===== config.mk =====
export PLATFORM = sky130hd
export DESIGN_NAME = ftm_div
export DESIGN_NICKNAME = d
export VERILOG_FILES = /design/src/hw/rtl/frame_time_monitor_core_assert.svh /design/src/hw/rtl/ftm_pkg.sv /design/src/hw/rtl/ftm_div.sv
export SDC_FILE = /design/constraint.sdc
export NUM_CORES = 1
export LEC_CHECK = 0
export BUFFER_PORTS_ARGS = -buffer_cell sky130_fd_sc_hd__buf_4
export CAP_MARGIN = 0
export CORE_MARGIN = 4
export CORE_UTILIZATION = 35
export CTS_CLUSTER_DIAMETER = 100
export DETAILED_ROUTE_END_ITERATION = 16
export HOLD_SLACK_MARGIN = 0.1
export PLACE_DENSITY = 0.6
export SLEW_MARGIN = 0
export SYNTH_ARGS = -nofsm -noshare
export SYNTH_HDL_FRONTEND = slang
export SYNTH_SLANG_ARGS = --single-unit

===== constraint.sdc =====
create_clock -name i_clk -period 5 [get_ports i_clk]
set_input_delay 0.75 -clock i_clk [delete_from_list [all_inputs] [get_ports i_clk]]
set_output_delay 0.75 -clock i_clk [all_outputs]
set_load 0.005 [all_outputs]

===== src/hw/rtl/frame_time_monitor_core_assert.svh =====
// Assertion macros for the frame time monitor.
`ifndef FRAME_TIME_MONITOR_CORE_ASSERT_SVH
`define FRAME_TIME_MONITOR_CORE_ASSERT_SVH
// Implication checked on every clock edge outside reset.
`define FTM_ASSERT_IMP(label, clk, rst_n, ante, cons, msg) \
    label: assert property (@(posedge clk) disable iff (!rst_n) (ante) |-> (cons)) \
        else $error(msg);
// Next-cycle implication checked outside reset.
`define FTM_ASSERT_NEXT(label, clk, rst_n, ante, cons, msg) \
    label: assert property (@(posedge clk) disable iff (!rst_n) (ante) |=> (cons)) \
        else $error(msg);
`endif


===== src/hw/rtl/ftm_pkg.sv =====
// Shared types and constants of the frame time monitor.
package ftm_pkg;
    localparam int unsigned PeriodW = 24;
    localparam int unsigned AccumW  = 48;
    localparam int unsigned CfgW    = 32;
    localparam int unsigned IdxW    = 3;
    localparam logic [IdxW-1:0] RegPause    = 3'd0;
    localparam logic [IdxW-1:0] RegScale    = 3'd1;
    localparam logic [IdxW-1:0] RegMaxDelta = 3'd2;
    localparam logic [IdxW-1:0] RegInterval = 3'd3;
    localparam logic [IdxW-1:0] RegOffset   = 3'd4;
    // Shared divider: 64-bit dividend, 64-bit divisor, restoring, one bit a cycle.
    localparam int unsigned DivW = 64;
    typedef struct packed {
        logic            start;
        logic [DivW-1:0] dividend;
        logic [DivW-1:0] divisor;
    } t_div_req;
    typedef struct packed {
        logic            done;
        logic [DivW-1:0] quotient;
    } t_div_rsp;
endpackage


===== src/hw/rtl/ftm_div.sv =====
// Iterative restoring divider shared by all divisions of the monitor.
module ftm_div (
    input  logic             i_clk,
    input  logic             i_rst_n,
    input  ftm_pkg::t_div_req i_req,
    output ftm_pkg::t_div_rsp o_rsp
);
    localparam int unsigned W  = ftm_pkg::DivW;
    localparam int unsigned CW = $clog2(W + 1);

    logic [W-1:0]  r_quo, n_quo;
    logic [W-1:0]  r_rem, n_rem;
    logic [W-1:0]  r_dvs;
    logic [CW-1:0] r_cnt;
    logic          r_busy;
    logic          r_done;
    logic [W:0]    w_trial;
    logic [W:0]    w_sub;

    // Shift in one dividend bit and try the subtract
    always_comb begin
        w_trial = {r_rem, r_quo[W-1]};
        w_sub   = w_trial - {1'b0, r_dvs};
        n_quo   = {r_quo[W-2:0], ~w_sub[W]};
        n_rem   = w_sub[W] ? w_trial[W-1:0] : w_sub[W-1:0];
    end

    always_ff @(posedge i_clk) begin
        if (!i_rst_n) begin
            r_busy <= 1'b0;
            r_done <= 1'b0;
            r_cnt  <= '0;
        end else begin
            r_done <= 1'b0;
            if (i_req.start) begin
                r_busy <= 1'b1;
                r_cnt  <= CW'(W);
                r_quo  <= i_req.dividend;
                r_rem  <= '0;
                r_dvs  <= i_req.divisor;
            end else if (r_busy) begin
                r_quo <= n_quo;
                r_rem <= n_rem;
                r_cnt <= r_cnt - 1'b1;
                if (r_cnt == CW'(1)) begin
                    r_busy <= 1'b0;
                    r_done <= 1'b1;
                end
            end
        end
    end

    assign o_rsp.done     = r_done;
    assign o_rsp.quotient = r_quo;
endmodule


# ---- Yosys cells after proc, flatten, opt, wreduce, memory -nomap -nowiden
# Index checks and enable logic that the tools add are counted.
dict set report word_totals {
  register_bits 201
  input_bits 131
  output_inout_bits 65
  elab_cells 28
}
dict set report classes {
  n_addsub 2
  eq_ne 1
  mux 10
  bitwise 3
  reduce_logical 5
}
# operator count
set ops {}
lappend ops {{$mux W64} 4}
lappend ops {{$sub A65 B64 Y65} 1}
lappend ops {{$mux W7} 2}
lappend ops {{$eq A7 B1 Y1 const B} 1}
lappend ops {{$sub A7 B1 Y7 const B} 1}
lappend ops {{$mux W1} 4}
lappend ops {{$reduce_and A2 Y1} 2}
lappend ops {{$not A1 Y1} 3}
lappend ops {{$reduce_or A3 Y1} 1}
lappend ops {{$reduce_bool A2 Y1} 1}
lappend ops {{$reduce_or A2 Y1} 1}

# ---- Logic depth before layout (Yosys ltp)
dict set report logic_depth {
  depth_word 4
  depth_mapped 15
  mapped_depth_nobuf 13
}

# ---- Worst setup path after synthesis
# Ideal clock, no wire load.
dict set report synth_timing {
  kind {in2reg}
  from {input i_req[128] (netlist name)}
  to {register r_busy}
  setup_ns 0.071
  arrival_ns 4.595
  required_ns 4.929
  setup_slack_ns 0.334
  path_stages 4
  path_buffers 2
  path_cell_list {clkbuf_1 -> clkbuf_1 -> o21a_1 -> o41a_1}
}
dict set report synth_between {
  elab_chain_cells 1
}
# item line
set synth_lines {}
lappend synth_lines {{start, declared} ftm_div.sv:5} ;# input ftm_pkg::t_div_req i_req,
lappend synth_lines {{$mux W1} ftm_div.sv:35} ;# if (i_req.start) begin
lappend synth_lines {{end signal, assigned} ftm_div.sv:30} ;# r_busy <= 1'b0;
lappend synth_lines {{end signal, assigned} ftm_div.sv:36} ;# r_busy <= 1'b1;
lappend synth_lines {{end signal, assigned} ftm_div.sv:46} ;# r_busy <= 1'b0;
lappend synth_lines {{end, declared} ftm_div.sv:15} ;# logic r_busy;
# Every way passes these cells.
# A chain may end at the register's enable or synchronous reset.

# ---- Worst setup path after layout
dict set report layout_timing {
  from {register r_quo[63]}
  to {register r_rem[57] (data pin)}
}
dict set report layout_between {
  elab_chain_cells 3
}
# item line
set layout_lines {}
lappend layout_lines {{start, declared} ftm_div.sv:11} ;# logic [W-1:0] r_quo, n_quo;
lappend layout_lines {{start signal, assigned} ftm_div.sv:38} ;# r_quo <= i_req.dividend;
lappend layout_lines {{start signal, assigned} ftm_div.sv:42} ;# r_quo <= n_quo;
lappend layout_lines {{$sub A65 B64 Y65} ftm_div.sv:23} ;# w_sub = w_trial - {1'b0, r_dvs};
lappend layout_lines {{$mux W64} ftm_div.sv:25} ;# n_rem = w_sub[W] ? w_trial[W-1:0] : w_sub[W-1:0];
lappend layout_lines {{$mux W64} ftm_div.sv:41} ;# end else if (r_busy) begin
lappend layout_lines {{end signal, assigned} ftm_div.sv:43} ;# r_rem <= n_rem;
lappend layout_lines {{end, declared} ftm_div.sv:12} ;# logic [W-1:0] r_rem, n_rem;
# Every way passes these cells. The select of a mux whose other input is x is not followed.

==> run summary <==
The run finished with clean final reports. The multiplexer share of the synthesized area came out at 5.885%. The remaining number of nets flagged by the antenna check after routing is 0. Clock latency on the worst-skew pair, taken at its later pin, is 0.55 ns.

After synthesis, flip-flops and latches occupy 48.63% of the total area. The hold violation count in the final report is 0. Clock-pin slew was measured on the worst setup and hold paths at 0.06 ns. The final critical-path share of the clock period is 80.95%. Relative to the synthesized area, the layout overhead comes to 22.09%.

Setup violations remaining at the end of the flow were counted as 0. Counting every sink on the clock net gives 201. The maximum buffer depth of the clock tree came out at 3. Post-CTS repair changed the size of 0 cells.

The achievable frequency is 0.2471 GHz. Summing the areas of all and, or, nand and nor instances in the mapped netlist gives 10.99% of the synthesized area. The die outline width is 194.9 um. The final route contains 9715 vias. The number of antenna violations at the first check in global routing is 2.

The cell area that synthesis handed to floorplanning was 12230 um^2. The data arrival at the endpoint of the critical path came out at 4.43 ns. The fraction of synthesized cell area in xor and xnor cells came out at 4.084%. The number of detailed-routing iterations run before antenna repair came out at 8. The power density relative to cell area came out at 370.3 nW/um^2. The H-tree depth reported by CTS came out at 1. The max-slew violation count came out at 0. The number of different library cells used by synthesis comes to 70. The setup TNS came out at 0 ns.

The count of buffering cells on the critical path with inverters included is 3. Max-cap violations in this run came to 0. The final layout contains 1537 nets. Of all cell types, the one taking the most synthesized area is sky130_fd_sc_hd__edfxtp_1. The die footprint is 37980 um^2. The longest individual stage delay on the worst path is 0.53 ns. Buffers inserted to repair hold after CTS numbered 0. The number of remaining DRC errors is 0. The number of buffers added for setup after CTS is 0. Synthesis produced a netlist with a net count of 1378. The startpoint type of the worst setup path is a flop.

The critical path is of the flop to flop type. The maximum vdd drop is 0.2647 mV. Of all flip-flops after synthesis, the portion carrying an async set or reset was 0%. In this run, synthesis inferred 192 flip-flops with an integrated enable. The leading register cell type out of synthesis is sky130_fd_sc_hd__edfxtp_1. Port buffering added 195 buffers.

Setup slack on the critical path of the routed design comes to 0.9523 ns. After legalization and detailed placement, the total HPWL measured 24050 um. For this configuration, the core starts out at a cell density of 35.48%. The congestion estimate from routability-driven global placement came to 0.8375. Traced cell by cell, the critical path runs through inv_1 -> ha_1 -> fa_1 -> nor2b_1 -> o2111ai_1 -> nand4b_1 -> a21oi_1 -> a211oi_1 -> o211ai_2 -> nand3_2 -> and3_1 -> buf_4 -> buf_4 -> or4b_1 -> a21oi_1.

The antenna cell count came out at 0. Setup repair after global routing left no endpoint under its margin. The count of non-filler cells in the finished layout came out at 1811. In this run the worst hold path is classified as primary input to flop. The total wirelength of the detailed-routed design came out at 33670 um. The total power came out at 5.527 mW. For this block, the initial DRC count from the detailed router was 692. The time the final worst path needs with I/O delays and setup is 4.048 ns. The Yosys warning count is 0. The post-place setup slack is 0.9981 ns. The post-route netlist has 23.67% of its cells at a drive strength greater than 1. The core box area is 34460 um^2. The synthesized-area fraction occupied by ao, oa, aoi and oai cells is 18.32%. The root cell of the clock tree is sky130_fd_sc_hd__clkbuf_16. The largest individual stage delay along the critical path comes from the cell sky130_fd_sc_hd__or4b_1.

The cell family contributing the most delay on the critical path is compound AO/OA/AOI/OAI gates. The share of synthesized area in the top cell type comes to 47.16%. For this run the aggregate overflow at the end of global routing stands at 0.

The normalized max-slew margin is 37.79%. Synthesis inferred 201 register bits. The initialized floorplan defines 68 standard-cell rows. The count of placed standard cells including taps came out at 1767.

The average via count per standard cell is 5.364. The worst setup path is captured at a flop. In the post-synthesis netlist, the biggest area contributors are sky130_fd_sc_hd__edfxtp_1, sky130_fd_sc_hd__ha_1, sky130_fd_sc_hd__a21oi_1. The number of buffers added by the clock tree synthesis step came out at 25. The number of inserted filler cells in the final layout came out at 3394. The first global-routing pass estimated 53300 um of wire. The via count of the first global-routing pass was 9869.

For the pin with the worst max-slew slack, the measured transition is 0.9332 ns. The maximum number of pins on one net before global-route repair came out at 79. The adder-cell share of the synthesized area came out at 6.918%. Dividing the detail-routed wire length by the instance count gives 18.59 um.

STA puts the critical path data required time at 5.38 ns. During I/O placement, the number of pins put on the boundary was 196. The maximum fanout encountered on the critical timing path came out at 20. The post-synthesis area per instance is 10.36 um^2. The leakage power summed over all cells came out at 6.006 nW. Measured along the y axis, the die boundary spans 194.9 um. The overall track demand over capacity in global routing came out at 17.06%. The synthesized instance count came out at 1180. The TritonCTS clock tree is built. The final worst clock skew came out at 0.01521 ns.

By area, the combinational part of the netlist is dominated by compound AO/OA/AOI/OAI gates.
sequential cells by signal (all words and copies together) (netlist names):
register  flops
r_dvs        64
r_quo        64
r_rem        64
r_cnt         7
r_busy        1
r_done        1
synth_stat cells (21+ instances only):
master	instances
sky130_fd_sc_hd__ha_1	66
sky130_fd_sc_hd__xnor2_1	36
sky130_fd_sc_hd__mux2_2	63
sky130_fd_sc_hd__nand4_1	24
sky130_fd_sc_hd__edfxtp_1	192
sky130_fd_sc_hd__xor2_1	21
sky130_fd_sc_hd__nand2_1	63
sky130_fd_sc_hd__a21o_1	32
sky130_fd_sc_hd__clkbuf_1	59
sky130_fd_sc_hd__nor2_1	37
sky130_fd_sc_hd__a21oi_1	143
sky130_fd_sc_hd__o21ai_0	96
sky130_fd_sc_hd__inv_1	84
sky130_fd_sc_hd__nand3_1	57
cells by family after synthesis:
kind of cell             count (synthesis)
flip-flops                             201
AO/OA/AOI/OAI                          371
buffers and inverters                  159
AND/OR/NAND/NOR                        261
adder cells (fa/ha/maj)                 67
XOR/XNOR                                57
multiplexers                            64
power by group:
part | total (mW) | switching, mW | internal (mW)
logic | 1.48 | 0.860 | 0.625
clock network | 1.94 | 0.757 | 1.18
registers | 2.11 | 0.0729 | 2.03
worst register-to-register path, delay by kind of cell (launching register included):
| kind | cells | cell delay (ns) |
|---|---|---|
| flops | 1 | 0.40 |
| buf+inv | 3 | 0.49 |
| compound gates | 5 | 1.43 |
| fa+ha+maj | 2 | 0.39 |
| simple gates | 5 | 1.16 |
placed cells by master, fill, tap and decap left out, types with 12 or more instances in the layout:
cell type                     n
sky130_fd_sc_hd__inv_1       84
sky130_fd_sc_hd__a211oi_1    13
sky130_fd_sc_hd__nand4_1     24
sky130_fd_sc_hd__or3_1       12
sky130_fd_sc_hd__xnor2_1     36
sky130_fd_sc_hd__clkbuf_16   25
sky130_fd_sc_hd__mux2_2      63
sky130_fd_sc_hd__o21ai_0     96
sky130_fd_sc_hd__nand3_1     56
sky130_fd_sc_hd__nand2_1     63
sky130_fd_sc_hd__a21o_1      32
sky130_fd_sc_hd__o21bai_1    16
sky130_fd_sc_hd__nor2_1      37
sky130_fd_sc_hd__nor3_1      13
sky130_fd_sc_hd__ha_1        66
sky130_fd_sc_hd__a21oi_1    143
sky130_fd_sc_hd__xor2_1      21
sky130_fd_sc_hd__edfxtp_1   192
sky130_fd_sc_hd__buf_4      206
layout make-up:
type | instances | area [um^2] | share of cell area [%]
sequential | 201 | 5946 | 39.84
multi-input combinational | 820 | 5669 | 37.98
timing repair buffer | 207 | 1567 | 10.50
clock buffer | 29 | 640.6 | 4.292
tap | 455 | 569.3 | 3.814
inverter | 84 | 315.3 | 2.112
clock inverter | 15 | 219.0 | 1.467
layer usage:
layer	vias to the layer above	part of all wire (%)	GRT usage (%)
li1	4728	-	-
met1	4592	44	22.44
met2	326	45	27.24
met3	69	8.2	5.270
met4	0	3.2	4.965
met5	-	0	0
through the flow:
stage / util (%) / area (um^2) / hold WS, ns
after floorplan: - / 12230 / 0.4412
after global placement: 40.82 / 14070 / 0.4738
after detailed placement: 40.82 / 14070 / 0.4876
after global routing: 43.32 / 14930 / 0.3416
final: 43.32 / 14930 / 0.3709
after CTS: 43.32 / 14930 / 0.3405
final timing paths:
path	startpoint	end	slack, ns	depth (start not counted)
setup / recovery	r_quo[63]	r_rem[57]	0.95	15
hold reg to reg	r_cnt[1]	r_cnt[1]	0.50	2
hold / removal	i_req[50]	r_dvs[50]	0.37	1
setup reg to reg	r_quo[63]	r_rem[57]	0.95	15
(Power assumes the default switching activity.)
